<file path="config.mk">
export PLATFORM = sky130hd
export DESIGN_NAME = distance_speed_ramp_top
export DESIGN_NICKNAME = d
export VERILOG_FILES = /design/src/hw/rtl/dsr_pkg.sv /design/src/hw/rtl/distance_speed_ramp_top.sv /design/src/hw/rtl/dsr_useq.sv /design/src/hw/rtl/dsr_div.sv /design/src/hw/rtl/dsr_dp.sv
export SDC_FILE = /design/constraint.sdc
export NUM_CORES = 2
export LEC_CHECK = 0
export BUFFER_PORTS_ARGS = -buffer_cell sky130_fd_sc_hd__buf_4
export CAP_MARGIN = 25
export CORE_MARGIN = 2
export CORE_UTILIZATION = 35
export DETAILED_ROUTE_END_ITERATION = 10
export PLACE_DENSITY_LB_ADDON = 0.15
export SYNTH_ARGS = -nofsm -noshare
export SYNTH_HDL_FRONTEND = slang
export SYNTH_SLANG_ARGS = --single-unit
</file>
<file path="constraint.sdc">
create_clock -name clk -period 11.5 [get_ports clk]
set_input_delay 1.15 -clock clk [delete_from_list [all_inputs] [get_ports clk]]
set_output_delay 1.15 -clock clk [all_outputs]
set_load 0.02 [all_outputs]
</file>
<file path="src/hw/rtl/dsr_pkg.sv">
// Shared types, constants and the microcode table of the distance speed ramp.
package dsr_pkg;

  localparam logic [14:0] FULL_SPEED_Q8 = 15'd32512;
  localparam logic [6:0]  MAX_WHOLE     = 7'd127;
  localparam int          QUOT_W        = 39;
  localparam int          DIV_STEPS     = 39;
  localparam int          DIV_CNT_W     = $clog2(DIV_STEPS + 1);

  localparam logic [1:0] MODE_START = 2'd0;
  localparam logic [1:0] MODE_STEP  = 2'd1;
  localparam logic [1:0] MODE_LIMIT = 2'd2;

  localparam logic [1:0] DIR_NONE = 2'd0;
  localparam logic [1:0] DIR_POS  = 2'd1;
  localparam logic [1:0] DIR_NEG  = 2'd2;

  localparam logic CFG_MIN_SPEED = 1'b0;
  localparam logic CFG_RAMP_DIST = 1'b1;

  localparam logic [3:0] OP_FETCH = 4'd0;
  localparam logic [3:0] OP_START = 4'd1;
  localparam logic [3:0] OP_NOP   = 4'd2;
  localparam logic [3:0] OP_SLOPE = 4'd3;
  localparam logic [3:0] OP_ERR   = 4'd4;
  localparam logic [3:0] OP_MAG   = 4'd5;
  localparam logic [3:0] OP_MUL   = 4'd6;
  localparam logic [3:0] OP_CLAMP = 4'd7;
  localparam logic [3:0] OP_LIMIT = 4'd8;
  localparam logic [3:0] OP_EMIT  = 4'd9;

  localparam logic [2:0] CND_NEXT  = 3'd0;
  localparam logic [2:0] CND_JUMP  = 3'd1;
  localparam logic [2:0] CND_FETCH = 3'd2;
  localparam logic [2:0] CND_SKIP  = 3'd3;
  localparam logic [2:0] CND_DIV   = 3'd4;
  localparam logic [2:0] CND_OUT   = 3'd5;

  localparam logic [3:0] PC_FETCH = 4'd0;
  localparam logic [3:0] PC_START = 4'd1;
  localparam logic [3:0] PC_DIV   = 4'd2;
  localparam logic [3:0] PC_SLOPE = 4'd3;
  localparam logic [3:0] PC_ERR   = 4'd4;
  localparam logic [3:0] PC_MAG   = 4'd5;
  localparam logic [3:0] PC_MUL   = 4'd6;
  localparam logic [3:0] PC_CLAMP = 4'd7;
  localparam logic [3:0] PC_LIMIT = 4'd8;
  localparam logic [3:0] PC_EMIT  = 4'd9;

  typedef struct packed {
    logic [3:0] op;
    logic [2:0] cond;
    logic [3:0] target;
  } ctl_word_t;

  typedef struct packed {
    logic skip;
    logic div_busy;
    logic out_busy;
  } stat_t;

  function automatic ctl_word_t ucode(input logic [3:0] pc);
    ctl_word_t w;
    w = '{op: OP_NOP, cond: CND_JUMP, target: PC_FETCH};
    case (pc)
      PC_FETCH: w = '{op: OP_FETCH, cond: CND_FETCH, target: PC_FETCH};
      PC_START: w = '{op: OP_START, cond: CND_SKIP,  target: PC_EMIT};
      PC_DIV:   w = '{op: OP_NOP,   cond: CND_DIV,   target: PC_SLOPE};
      PC_SLOPE: w = '{op: OP_SLOPE, cond: CND_JUMP,  target: PC_EMIT};
      PC_ERR:   w = '{op: OP_ERR,   cond: CND_SKIP,  target: PC_EMIT};
      PC_MAG:   w = '{op: OP_MAG,   cond: CND_NEXT,  target: PC_FETCH};
      PC_MUL:   w = '{op: OP_MUL,   cond: CND_NEXT,  target: PC_FETCH};
      PC_CLAMP: w = '{op: OP_CLAMP, cond: CND_JUMP,  target: PC_EMIT};
      PC_LIMIT: w = '{op: OP_LIMIT, cond: CND_JUMP,  target: PC_EMIT};
      PC_EMIT:  w = '{op: OP_EMIT,  cond: CND_OUT,   target: PC_FETCH};
      default:  w = '{op: OP_NOP,   cond: CND_JUMP,  target: PC_FETCH};
    endcase
    return w;
  endfunction

  function automatic logic [3:0] entry_pc(input logic [1:0] mode);
    logic [3:0] pc;
    case (mode)
      MODE_START: pc = PC_START;
      MODE_STEP:  pc = PC_ERR;
      MODE_LIMIT: pc = PC_LIMIT;
      default:    pc = PC_EMIT;
    endcase
    return pc;
  endfunction

  function automatic logic [1:0] sign_code(input logic signed [33:0] v);
    logic [1:0] d;
    if (v == '0) begin
      d = DIR_NONE;
    end else if (v[33]) begin
      d = DIR_NEG;
    end else begin
      d = DIR_POS;
    end
    return d;
  endfunction

endpackage

</file>
<file path="src/hw/rtl/distance_speed_ramp_top.sv">
// Start: 39-step divider and slope, both skipped if no slope is needed; step: error, magnitude,
// multiply, clamp, or error only when skipped; speed limit: limit; all then load the output.
// One transaction is in work at a time; the next can be accepted in the cycle after the result is
// loaded, even while that result waits in the output register.
// Reset is synchronous and active low; it clears the configuration, the movement state and
// the sequencer, and the block accepts a transaction in the first cycle after it.
module distance_speed_ramp_top (
  input  logic        clk,
  input  logic        rst_n,
  input  logic        in_tvalid,
  output logic        in_tready,
  input  logic [79:0] in_tdata,   // enable_request, speed_limit, target_position, current_position
  input  logic [1:0]  in_tuser,   // mode
  output logic        out_tvalid,
  input  logic        out_tready,
  output logic [15:0] out_tdata,  // speed, ramp_active
  input  logic        cfg_we,
  input  logic        cfg_index,
  input  logic [30:0] cfg_wdata
);

  dsr_pkg::ctl_word_t ctl;
  dsr_pkg::stat_t     stat;
  logic               take;
  logic               accept;

  assign in_tready = take;
  assign accept    = in_tvalid && take;

  dsr_useq u_useq (
    .clk       (clk),
    .rst_n     (rst_n),
    .in_tvalid (in_tvalid),
    .mode      (in_tuser),
    .stat      (stat),
    .ctl       (ctl),
    .take      (take)
  );

  dsr_dp u_dp (
    .clk        (clk),
    .rst_n      (rst_n),
    .ctl        (ctl),
    .accept     (accept),
    .in_data    (in_tdata),
    .cfg_we     (cfg_we),
    .cfg_index  (cfg_index),
    .cfg_wdata  (cfg_wdata),
    .out_tready (out_tready),
    .out_tvalid (out_tvalid),
    .out_tdata  (out_tdata),
    .stat       (stat)
  );

  a_leave_fetch: assert property (@(posedge clk) disable iff (!rst_n)
    accept |=> !in_tready)
    else $error("sequencer stayed in fetch after a transaction was accepted");

  a_div_idle_at_fetch: assert property (@(posedge clk) disable iff (!rst_n)
    in_tready |-> !stat.div_busy)
    else $error("divider busy while a new transaction can be accepted");

  a_start_divides: assert property (@(posedge clk) disable iff (!rst_n)
    (ctl.op == dsr_pkg::OP_START) && !stat.skip |=> stat.div_busy)
    else $error("start without skip did not launch the divider");

endmodule

</file>
<file path="src/hw/rtl/dsr_useq.sv">
// Microcode sequencer: step counter, control store lookup and branch logic.
module dsr_useq (
  input  logic              clk,
  input  logic              rst_n,
  input  logic              in_tvalid,
  input  logic [1:0]        mode,
  input  dsr_pkg::stat_t    stat,
  output dsr_pkg::ctl_word_t ctl,
  output logic              take
);

  logic [3:0] pc_r;
  logic [3:0] pc_nxt;
  logic [3:0] pc_inc;

  assign ctl    = dsr_pkg::ucode(pc_r);
  assign take   = (ctl.op == dsr_pkg::OP_FETCH);
  assign pc_inc = pc_r + 4'd1;

  always_comb begin
    case (ctl.cond)
      dsr_pkg::CND_NEXT:  pc_nxt = pc_inc;
      dsr_pkg::CND_JUMP:  pc_nxt = ctl.target;
      dsr_pkg::CND_FETCH: pc_nxt = in_tvalid ? dsr_pkg::entry_pc(mode) : pc_r;
      dsr_pkg::CND_SKIP:  pc_nxt = stat.skip ? ctl.target : pc_inc;
      dsr_pkg::CND_DIV:   pc_nxt = stat.div_busy ? pc_r : ctl.target;
      dsr_pkg::CND_OUT:   pc_nxt = stat.out_busy ? pc_r : ctl.target;
      default:            pc_nxt = dsr_pkg::PC_FETCH;
    endcase
  end

  always_ff @(posedge clk) begin
    if (!rst_n) begin
      pc_r <= dsr_pkg::PC_FETCH;
    end else begin
      pc_r <= pc_nxt;
    end
  end

endmodule

</file>
<file path="src/hw/rtl/dsr_div.sv">
// Restoring divider that forms (num_hi << 32) / divisor one quotient bit per cycle.
module dsr_div (
  input  logic                       clk,
  input  logic                       rst_n,
  input  logic                       start,
  input  logic [6:0]                 num_hi,
  input  logic [30:0]                divisor,
  output logic                       busy,
  output logic [dsr_pkg::QUOT_W-1:0] quot
);

  logic [dsr_pkg::DIV_CNT_W-1:0] cnt_r;
  logic [30:0]                   rem_r;
  logic [dsr_pkg::QUOT_W-1:0]    q_r;
  logic [30:0]                   dvs_r;
  logic [31:0]                   rem_sh;
  logic [32:0]                   diff;
  logic                          fit;

  assign rem_sh = {rem_r, q_r[dsr_pkg::QUOT_W-1]};
  assign diff   = {1'b0, rem_sh} - {2'b0, dvs_r};
  assign fit    = !diff[32];
  assign busy   = (cnt_r != '0);
  assign quot   = q_r;

  always_ff @(posedge clk) begin
    if (!rst_n) begin
      cnt_r <= '0;
    end else if (start) begin
      cnt_r <= dsr_pkg::DIV_CNT_W'(dsr_pkg::DIV_STEPS);
    end else if (busy) begin
      cnt_r <= cnt_r - 1'b1;
    end
  end

  always_ff @(posedge clk) begin
    if (start) begin
      rem_r <= '0;
      q_r   <= {num_hi, 32'd0};
      dvs_r <= divisor;
    end else if (busy) begin
      rem_r <= fit ? diff[30:0] : rem_sh[30:0];
      q_r   <= {q_r[dsr_pkg::QUOT_W-2:0], fit};
    end
  end

endmodule

</file>
<file path="src/hw/rtl/dsr_dp.sv">
// Datapath: configuration, movement state, error, product and clamp, output register.
module dsr_dp (
  input  logic               clk,
  input  logic               rst_n,
  input  dsr_pkg::ctl_word_t ctl,
  input  logic               accept,
  input  logic [79:0]        in_data,
  input  logic               cfg_we,
  input  logic               cfg_index,
  input  logic [30:0]        cfg_wdata,
  input  logic               out_tready,
  output logic               out_tvalid,
  output logic [15:0]        out_tdata,
  output dsr_pkg::stat_t     stat
);

  logic [6:0]         min_r;
  logic [30:0]        rd_r;
  logic               en_r;
  logic [14:0]        lim_r;
  logic signed [31:0] tgt_r;
  logic signed [31:0] cur_r;

  logic               active_r;
  logic [1:0]         dir_r;
  logic signed [32:0] end_r;
  logic [31:0]        slope_r;
  logic [14:0]        cap_r;
  logic [14:0]        last_r;
  logic signed [33:0] err_r;
  logic [30:0]        mag_r;
  logic               far_r;
  logic [62:0]        prod_r;
  logic               oval_r;
  logic [15:0]        odata_r;

  logic [14:0]        minq;
  logic signed [33:0] diff;
  logic [1:0]         dir_new;
  logic signed [32:0] end_pos;
  logic signed [32:0] end_neg;
  logic               act_req;
  logic signed [33:0] err;
  logic [1:0]         err_dir;
  logic [33:0]        mag;
  logic [38:0]        drop;
  logic [14:0]        raw;
  logic [14:0]        last_nxt;
  logic               div_start;
  logic               div_busy;
  logic [dsr_pkg::QUOT_W-1:0] quot;
  logic               out_busy;
  logic               start_skip;
  logic               step_skip;

  assign minq    = {min_r, 8'd0};
  assign diff    = {{2{tgt_r[31]}}, tgt_r} - {{2{cur_r[31]}}, cur_r};
  assign dir_new = dsr_pkg::sign_code(diff);
  assign end_pos = {cur_r[31], cur_r} + {2'b00, rd_r};
  assign end_neg = {cur_r[31], cur_r} - {2'b00, rd_r};
  assign act_req = (lim_r < minq) ? 1'b0 : en_r;
  assign err     = {end_r[32], end_r} - {{2{cur_r[31]}}, cur_r};
  assign err_dir = dsr_pkg::sign_code(err);
  assign mag     = err_r[33] ? 34'(-err_r) : 34'(err_r);
  assign drop    = prod_r[62:24];

  assign start_skip = (dir_new == dsr_pkg::DIR_NONE) || (rd_r == '0);
  assign step_skip  = !active_r || (err_dir != dir_r);
  assign div_start  = (ctl.op == dsr_pkg::OP_START) && !start_skip;
  assign out_busy   = oval_r && !out_tready;

  always_comb begin
    case (ctl.op)
      dsr_pkg::OP_START: stat.skip = start_skip;
      dsr_pkg::OP_ERR:   stat.skip = step_skip;
      default:           stat.skip = 1'b0;
    endcase
    stat.div_busy = div_busy;
    stat.out_busy = out_busy;
  end

  always_comb begin
    if (far_r || (drop >= 39'(dsr_pkg::FULL_SPEED_Q8))) begin
      raw = '0;
    end else begin
      raw = dsr_pkg::FULL_SPEED_Q8 - drop[14:0];
    end
    if (raw > cap_r) begin
      last_nxt = cap_r;
    end else if (raw < minq) begin
      last_nxt = minq;
    end else begin
      last_nxt = raw;
    end
  end

  dsr_div u_div (
    .clk     (clk),
    .rst_n   (rst_n),
    .start   (div_start),
    .num_hi  (dsr_pkg::MAX_WHOLE - min_r),
    .divisor (rd_r),
    .busy    (div_busy),
    .quot    (quot)
  );

  always_ff @(posedge clk) begin
    if (!rst_n) begin
      min_r <= '0;
      rd_r  <= '0;
    end else if (cfg_we) begin
      if (cfg_index == dsr_pkg::CFG_MIN_SPEED) begin
        min_r <= cfg_wdata[6:0];
      end else begin
        rd_r <= cfg_wdata;
      end
    end
  end

  always_ff @(posedge clk) begin
    if (accept) begin
      en_r  <= in_data[0];
      lim_r <= in_data[15:1];
      tgt_r <= in_data[47:16];
      cur_r <= in_data[79:48];
    end
  end

  always_ff @(posedge clk) begin
    if (!rst_n) begin
      active_r <= 1'b0;
      dir_r    <= dsr_pkg::DIR_NONE;
      end_r    <= '0;
      slope_r  <= '0;
      cap_r    <= '0;
      last_r   <= '0;
    end else begin
      case (ctl.op)
        dsr_pkg::OP_START: begin
          cap_r <= lim_r;
          dir_r <= dir_new;
          if (dir_new == dsr_pkg::DIR_NONE) begin
            active_r <= 1'b0;
            last_r   <= lim_r;
          end else begin
            end_r <= (dir_new == dsr_pkg::DIR_POS) ? end_pos : end_neg;
            if (rd_r == '0) begin
              slope_r  <= '0;
              active_r <= 1'b0;
            end else begin
              active_r <= act_req;
            end
          end
        end
        dsr_pkg::OP_SLOPE: begin
          slope_r <= (quot[38:32] != '0) ? '1 : quot[31:0];
        end
        dsr_pkg::OP_ERR: begin
          if (!active_r) begin
            last_r <= cap_r;
          end else if (err_dir != dir_r) begin
            active_r <= 1'b0;
          end
        end
        dsr_pkg::OP_CLAMP: begin
          last_r <= last_nxt;
        end
        dsr_pkg::OP_LIMIT: begin
          cap_r <= lim_r;
        end
        default: begin
        end
      endcase
    end
  end

  always_ff @(posedge clk) begin
    if (ctl.op == dsr_pkg::OP_ERR) begin
      err_r <= err;
    end
    if (ctl.op == dsr_pkg::OP_MAG) begin
      mag_r <= mag[30:0];
      far_r <= (mag > {3'b000, rd_r});
    end
    if (ctl.op == dsr_pkg::OP_MUL) begin
      prod_r <= slope_r * mag_r;
    end
  end

  always_ff @(posedge clk) begin
    if (!rst_n) begin
      oval_r <= 1'b0;
    end else if ((ctl.op == dsr_pkg::OP_EMIT) && !out_busy) begin
      oval_r <= 1'b1;
    end else if (out_tready) begin
      oval_r <= 1'b0;
    end
  end

  always_ff @(posedge clk) begin
    if ((ctl.op == dsr_pkg::OP_EMIT) && !out_busy) begin
      odata_r <= {active_r, last_r};
    end
  end

  assign out_tvalid = oval_r;
  assign out_tdata  = odata_r;

endmodule
</file>
# ---- Word level (Yosys, flattened, before mapping)
# Memories as Yosys holds them, arrays and structs flattened. A register that Yosys moved wholly into a read port is not among the register bits.
# Cells that the tools add are included.
dict set report op_classes {
  add_sub_neg 10
  n_lt_le_gt_ge 5
  bitwise 3
  n_eq_ne 24
  reduce_logical 34
  n_mux 38
  n_mul 1
}
# operator count
set ops {}
lappend ops {{two-way mux 32 bit} 3}
lappend ops {{two-way mux 39 bit} 2}
lappend ops {{two-way mux 15 bit} 5}
lappend ops {{logical NOT 34 bit} 2}
lappend ops {{subtractor 32 x 32 -> 33 bit} 2}
lappend ops {{case mux 32 bit (2 select lines)} 1}
lappend ops {{multiplier 32 x 31 -> 63 bit} 1}
lappend ops {{case mux 15 bit (3 select lines)} 1}
lappend ops {{greater-or-equal comparator 39 x 15 -> 1 bit, second input constant} 1}
lappend ops {{> comparator 34 x 31 -> 1 bit} 1}
lappend ops {{two-way mux 34 bit} 1}
lappend ops {{negator 34 bit} 1}
lappend ops {{subtractor 33 x 32 -> 34 bit} 1}
lappend ops {{adder 32 x 32 -> 33 bit} 1}
lappend ops {{two-way mux 33 bit} 1}
lappend ops {{subtractor 32 x 31 -> 33 bit} 1}
lappend ops {{logical NOT 31 bit} 1}
lappend ops {{two-way mux 31 bit} 1}
lappend ops {{< comparator 15 bit} 2}
lappend ops {{two-way mux 4 bit} 6}
lappend ops {{case mux 4 bit (6 select lines)} 1}
lappend ops {{== test 4 x 3 -> 1 bit, second input constant} 4}
lappend ops {{> comparator 15 bit} 1}
lappend ops {{subtractor 15 bit, first input constant} 1}
lappend ops {{other kinds (33)} 73}
dict set report word_totals {
  mem_bits_ro 160
  n_memories 1
  output_inout_bits 18
  register_bits 473
  wordCells 141
  inputBits 119
}
# name words width rd rd_clocked_by_memory_dff wr line
set mem_list {}
lappend mem_list {{(name not given)} 16 10 1 1 0 dsr_pkg.sv:65} ;# case (pc)

# ---- Longest topological paths before layout
dict set report depth {
  word_depth 10
  mapped_depth 34
  depth_no_buf 32
}

# ---- Modules after synthesis
# From an unflattened synthesis, not the netlist that was laid out.
dict set report hier_totals {
  hier_cells 6332
  area_unflattened_um2 58162.0
}
# module instances area_each_um2 cells_per_inst seq_area_each_um2
set modules_own_cells {}
lappend modules_own_cells {dsr_dp 1 51366.8 5529 8778.4}
lappend modules_own_cells {dsr_div 1 5888.1 697 2522.4}
lappend modules_own_cells {dsr_useq 1 900.9 105 280.3}
lappend modules_own_cells {distance_speed_ramp_top 1 6.3 1 0.0}

# ---- Least setup slack after synthesis
# Ideal clock, no wire load.
dict set report synth_path {
  path_kind {flip-flop to flip-flop}
  start {register u_dp.mag_r[4]}
  end {register u_dp.prod_r[61] (data pin)}
  period_less_slack_ns 8.127
  path_slack_ns 3.373
  n_path_buf 1
  setup_time_ns 0.266
  path_stages_with_launch 31
  t_required_ns 11.234
  t_arrival_ns 7.861
  path_cell_list {edfxtp_1 -> clkbuf_1 -> and2_1 -> fa_1 -> fa_1 -> fa_1 -> inv_1 -> fa_1 -> inv_1 -> fa_1 -> inv_1 -> fa_1 -> inv_1 -> fa_1 -> fa_1 -> ha_1 -> a21oi_1 -> o221ai_1 -> a21oi_1 -> o21ai_0 -> or3_1 -> o211ai_1 -> nand2_1 -> a221oi_2 -> o21ai_1 -> a221oi_2 -> o21ai_1 -> a211oi_2 -> nor2b_1 -> o41ai_1 -> xnor2_1}
}
dict set report synth_via {
  elab_chain_cells 1
}
# element line
set synth_rtl {}
lappend synth_rtl {{from (decl)} dsr_dp.sv:31} ;# logic [30:0] mag_r;
lappend synth_rtl {{from (signal assigned)} dsr_dp.sv:182} ;# mag_r <= mag[30:0];
lappend synth_rtl {{multiplier 32 x 31 -> 63 bit} dsr_dp.sv:186} ;# prod_r <= slope_r * mag_r;
lappend synth_rtl {{to (signal assigned)} dsr_dp.sv:186}
lappend synth_rtl {{to (decl)} dsr_dp.sv:33} ;# logic [62:0] prod_r;
# No other way between the ends.
# A chain may end at the register's enable or synchronous reset.

# ---- Worst setup path in the final report
dict set report layout_path {
  start {register u_dp.mag_r[8]}
  end {register u_dp.prod_r[61] (data pin)}
}
# The elaborated chain is that of the path after synthesis.

==> metrics.txt <==
WP data required 11.93 ns; LEAKAGE 29.12 nW; post-DP HPWL 140500 µm; GR Util met3 2.227%; main flop type after synthesis edfxtp_1; Reg-to-Reg Start u_dp.mag_r[8]; worst rel slew slack 24.27%; CP max-delay cell edfxtp_1; register area share after synthesis 20.38%; Slew Viols, Final 0; Fin Setup TNS 0 ns; Core Box Area 0.1609 mm²; Routed Antenna Nets 0; die height 406.9 µm; DR DRC count 0; Critical Path Start u_dp.mag_r[8]; maximum vdd drop 158.3 µV; clock power share 15.8%; clock root buffer clkbuf_16; HP Start u_dp.u_div.quot[18]; final setup fails 0; Die ar. 0.1656 mm²; share of cells above drive strength 1 7.100%; Placer Congestion 0.8722; CTS Sinks 459; CP Max Fanout 19; post-DR wirelength/cell 21.56 µm; Post-Place Cells 8219; Die X 406.9 µm; switching power 0.005700 W; final WL 179700 µm; critical path depth in cells 28; Worst R2R End u_dp.prod_r[61]; Post-synth EDFFs 239; GR peak layer met2; vias in the first global route 44080; R2R cell count 28; critical path capture point type flop; crit path capture u_dp.prod_r[61]; pin count of the biggest net entering global routing 79; Combinational Power Share 62.6%; All-Layer GR Usage 22.05%; RSZ-0062 raised after global routing false; WS Path Type reg2reg; largest stage delay on the critical path 1.00 ns; Max clock buf depth 3; met1 Use GR 29.36%; first-pass GRT wire length 275000 µm; cell seen most often among critical-path stages fa_1; Cells after Synth 6095; final setup skew 0.07566 ns; synth-to-layout area growth 9.910%; Mapped Nets 7534; Post-CTS Hold Buffers 0; fillcell total 16184; Starting DRT DRC Count 2600; Pre-antenna DRT Iters 6; IO Pins 137; # port buffers 136; HP Class reg2reg; via count 42201; Buf+Inv Stages, Crit Path 3; CTS tree yes; Hold Fails Final Rpt 0; Reg clk slew, reported paths 0.06 ns; yosys warns 0; synthesized flop and latch total 459; synth unique cells 111; part of the cycle the worst path needs 83.98%; area used by multi-input combinational logic 0.04050 mm²; GRT met2 Usage 38.33%; Max-Cap Viols 0; cell area power density 193.5 mW/mm²; startpoint class of the critical path flop; Seq pwr share 21.6%; status completed; Top Family by Delay on Critical Path adder cells; Post-synth ARST share 0%; Setup Buffers After CTS 0; Netlist Area Pre-Place 0.05683 mm²; min cycle time layout 9.658 ns; fmax 103.5 MHz; TritonCTS Buffers 57; Avg Cell Area, Syn 9.324 µm²; Layout Nets 7559; R2R Setup Slk 1.84 ns; aggregate global routing overflow 0; H-tree levels 2; pin slew with the least headroom to its limit 1.136 ns; Initial Utilization 35.31%; Switching Share 47.16%; Worst Path Arrival 10.09 ns; vias per std cell 5.065; row count 147; P_int 0.006386 W; Register Area 0.01159 mm²; Layout Cells excl Fill 8332; initial antenna violation count 6; Clock Latency Late Sink 0.69 ns; post-cts sizing count 0
## kinds of logic after synthesis
kind of cell | share of synthesized area (%)
and+or+nand+nor | 16.79
adders and majority gates | 40.54
buffers and inverters | 8.466
AOI/OAI and AO/OA | 9.591
DFF | 20.38
xor gates and xnor gates | 2.820
muxes | 1.409
## cells in the mapped netlist, types with 28 or more instances
master    instances  area, µm²
a21o_1           89      668.1
o21ai_0         175      875.8
nand3_1          68      340.3
inv_1           973       3652
mux2i_1          65      650.6
dfxtp_1         220       4404
edfxtp_1        239       7177
fa_1            869      17400
ha_1            451       5643
clkbuf_1        270       1013
xnor2_1         144       1261
and2_1          571       3572
nand4_1          28      175.2
nor2b_1          41      256.5
xor2_1           39      341.6
o21a_1           28      210.2
nand2_1         771       2894
nor2_1          233      874.6
a21oi_1         319       1597
nand2b_1         30      187.7
nor3_1           61      305.3
## flip-flops by register name (all words and copies together), names as in the netlist, 32 cells and up
name / cells
u_dp.cur_r: 32
u_dp.end_r: 33
u_dp.err_r: 34
u_dp.prod_r: 39
u_dp.slope_r: 32
u_dp.tgt_r: 32
u_dp.u_div.quot: 39
## through the flow
step	setup WS [ns]	hold WS, ns	utilization, %	cell area [µm²]	total power (W)
after floorplan	3.373	0.4081	-	56830	0.007980
after global placement	1.821	0.4166	37.50	60360	0.01017
after detailed placement	1.769	0.4191	37.56	60450	0.01021
after CTS	1.813	0.4077	38.79	62430	0.01221
after global routing	1.258	0.4277	38.81	62450	0.01316
final	1.842	0.4114	38.81	62460	0.01209
## layer usage
metal	routed length [µm]	part of all wire, %	vias up
met2	88360	49	1016
met1	79040	44	21472
met5	0	0	-
li1	-	-	19528
met3	7785	4.3	185
met4	4483	2.5	0
## power groups by stage
stage	clock, W	sequential [W]	combinational, W
2_1_floorplan	0	0.00247	0.00550
3_3_place_gp	0	0.00264	0.00753
3_5_place_dp	0	0.00264	0.00757
4_1_cts	0.00196	0.00261	0.00765
5_1_grt	0.00202	0.00266	0.00848
6_report	0.00191	0.00261	0.00757
## worst min-delay path by stage
| stage | cells after the start | slack (ns) | endpoint |
|---|---|---|---|
| CTS | 2 | 0.41 | u_dp.u_div.quot[19] |
| global route | 0 | 0.43 | u_dp.out_tdata[14] |
| finish | 2 | 0.41 | u_dp.u_div.quot[19] |
| floorplan | 0 | 0.41 | u_dp.out_tdata[0] |
| global placement | 0 | 0.42 | u_dp.out_tdata[7] |
| detailed placement | 0 | 0.42 | u_dp.out_tdata[7] |
## worst min-delay path: stages (launching register included)
cell     delay (ns)
dfxtp_1        0.32
nand2_1        0.06
a21oi_1        0.05
## cell type report
type / count / share of cell area [%]
sequential: 459 / 18.55
timing repair buffer: 261 / 3.241
tap: 2160 / 4.327
multi-input combinational: 4367 / 64.84
clock buffer: 75 / 2.590
inverter: 974 / 5.857
clock inverter: 33 / 0.5829
antenna: 3 / 0.01202
## cell usage in the layout, fill, tap and decap left out, types with 15 or more instances in the layout
master / instances
buf_4: 255
nand3_1: 68
fa_1: 869
nor2b_1: 40
a31oi_1: 24
o21bai_1: 16
xnor2_1: 144
edfxtp_1: 239
nor2_1: 231
a21oi_1: 319
mux2i_1: 65
o211ai_1: 20
nor3_1: 59
dfxtp_1: 214
a222oi_1: 15
o21a_1: 28
nand2b_1: 30
o31ai_1: 18
inv_1: 972
a211oi_1: 17
nor4_1: 25
and3_1: 25
and2_1: 569
o21ai_0: 173
nand2_1: 770
a21o_1: 89
or3_1: 18
xor2_1: 39
nand4_1: 28
clkbuf_16: 60
ha_1: 451
No activity file was read; power rests on OpenSTA's default activity.
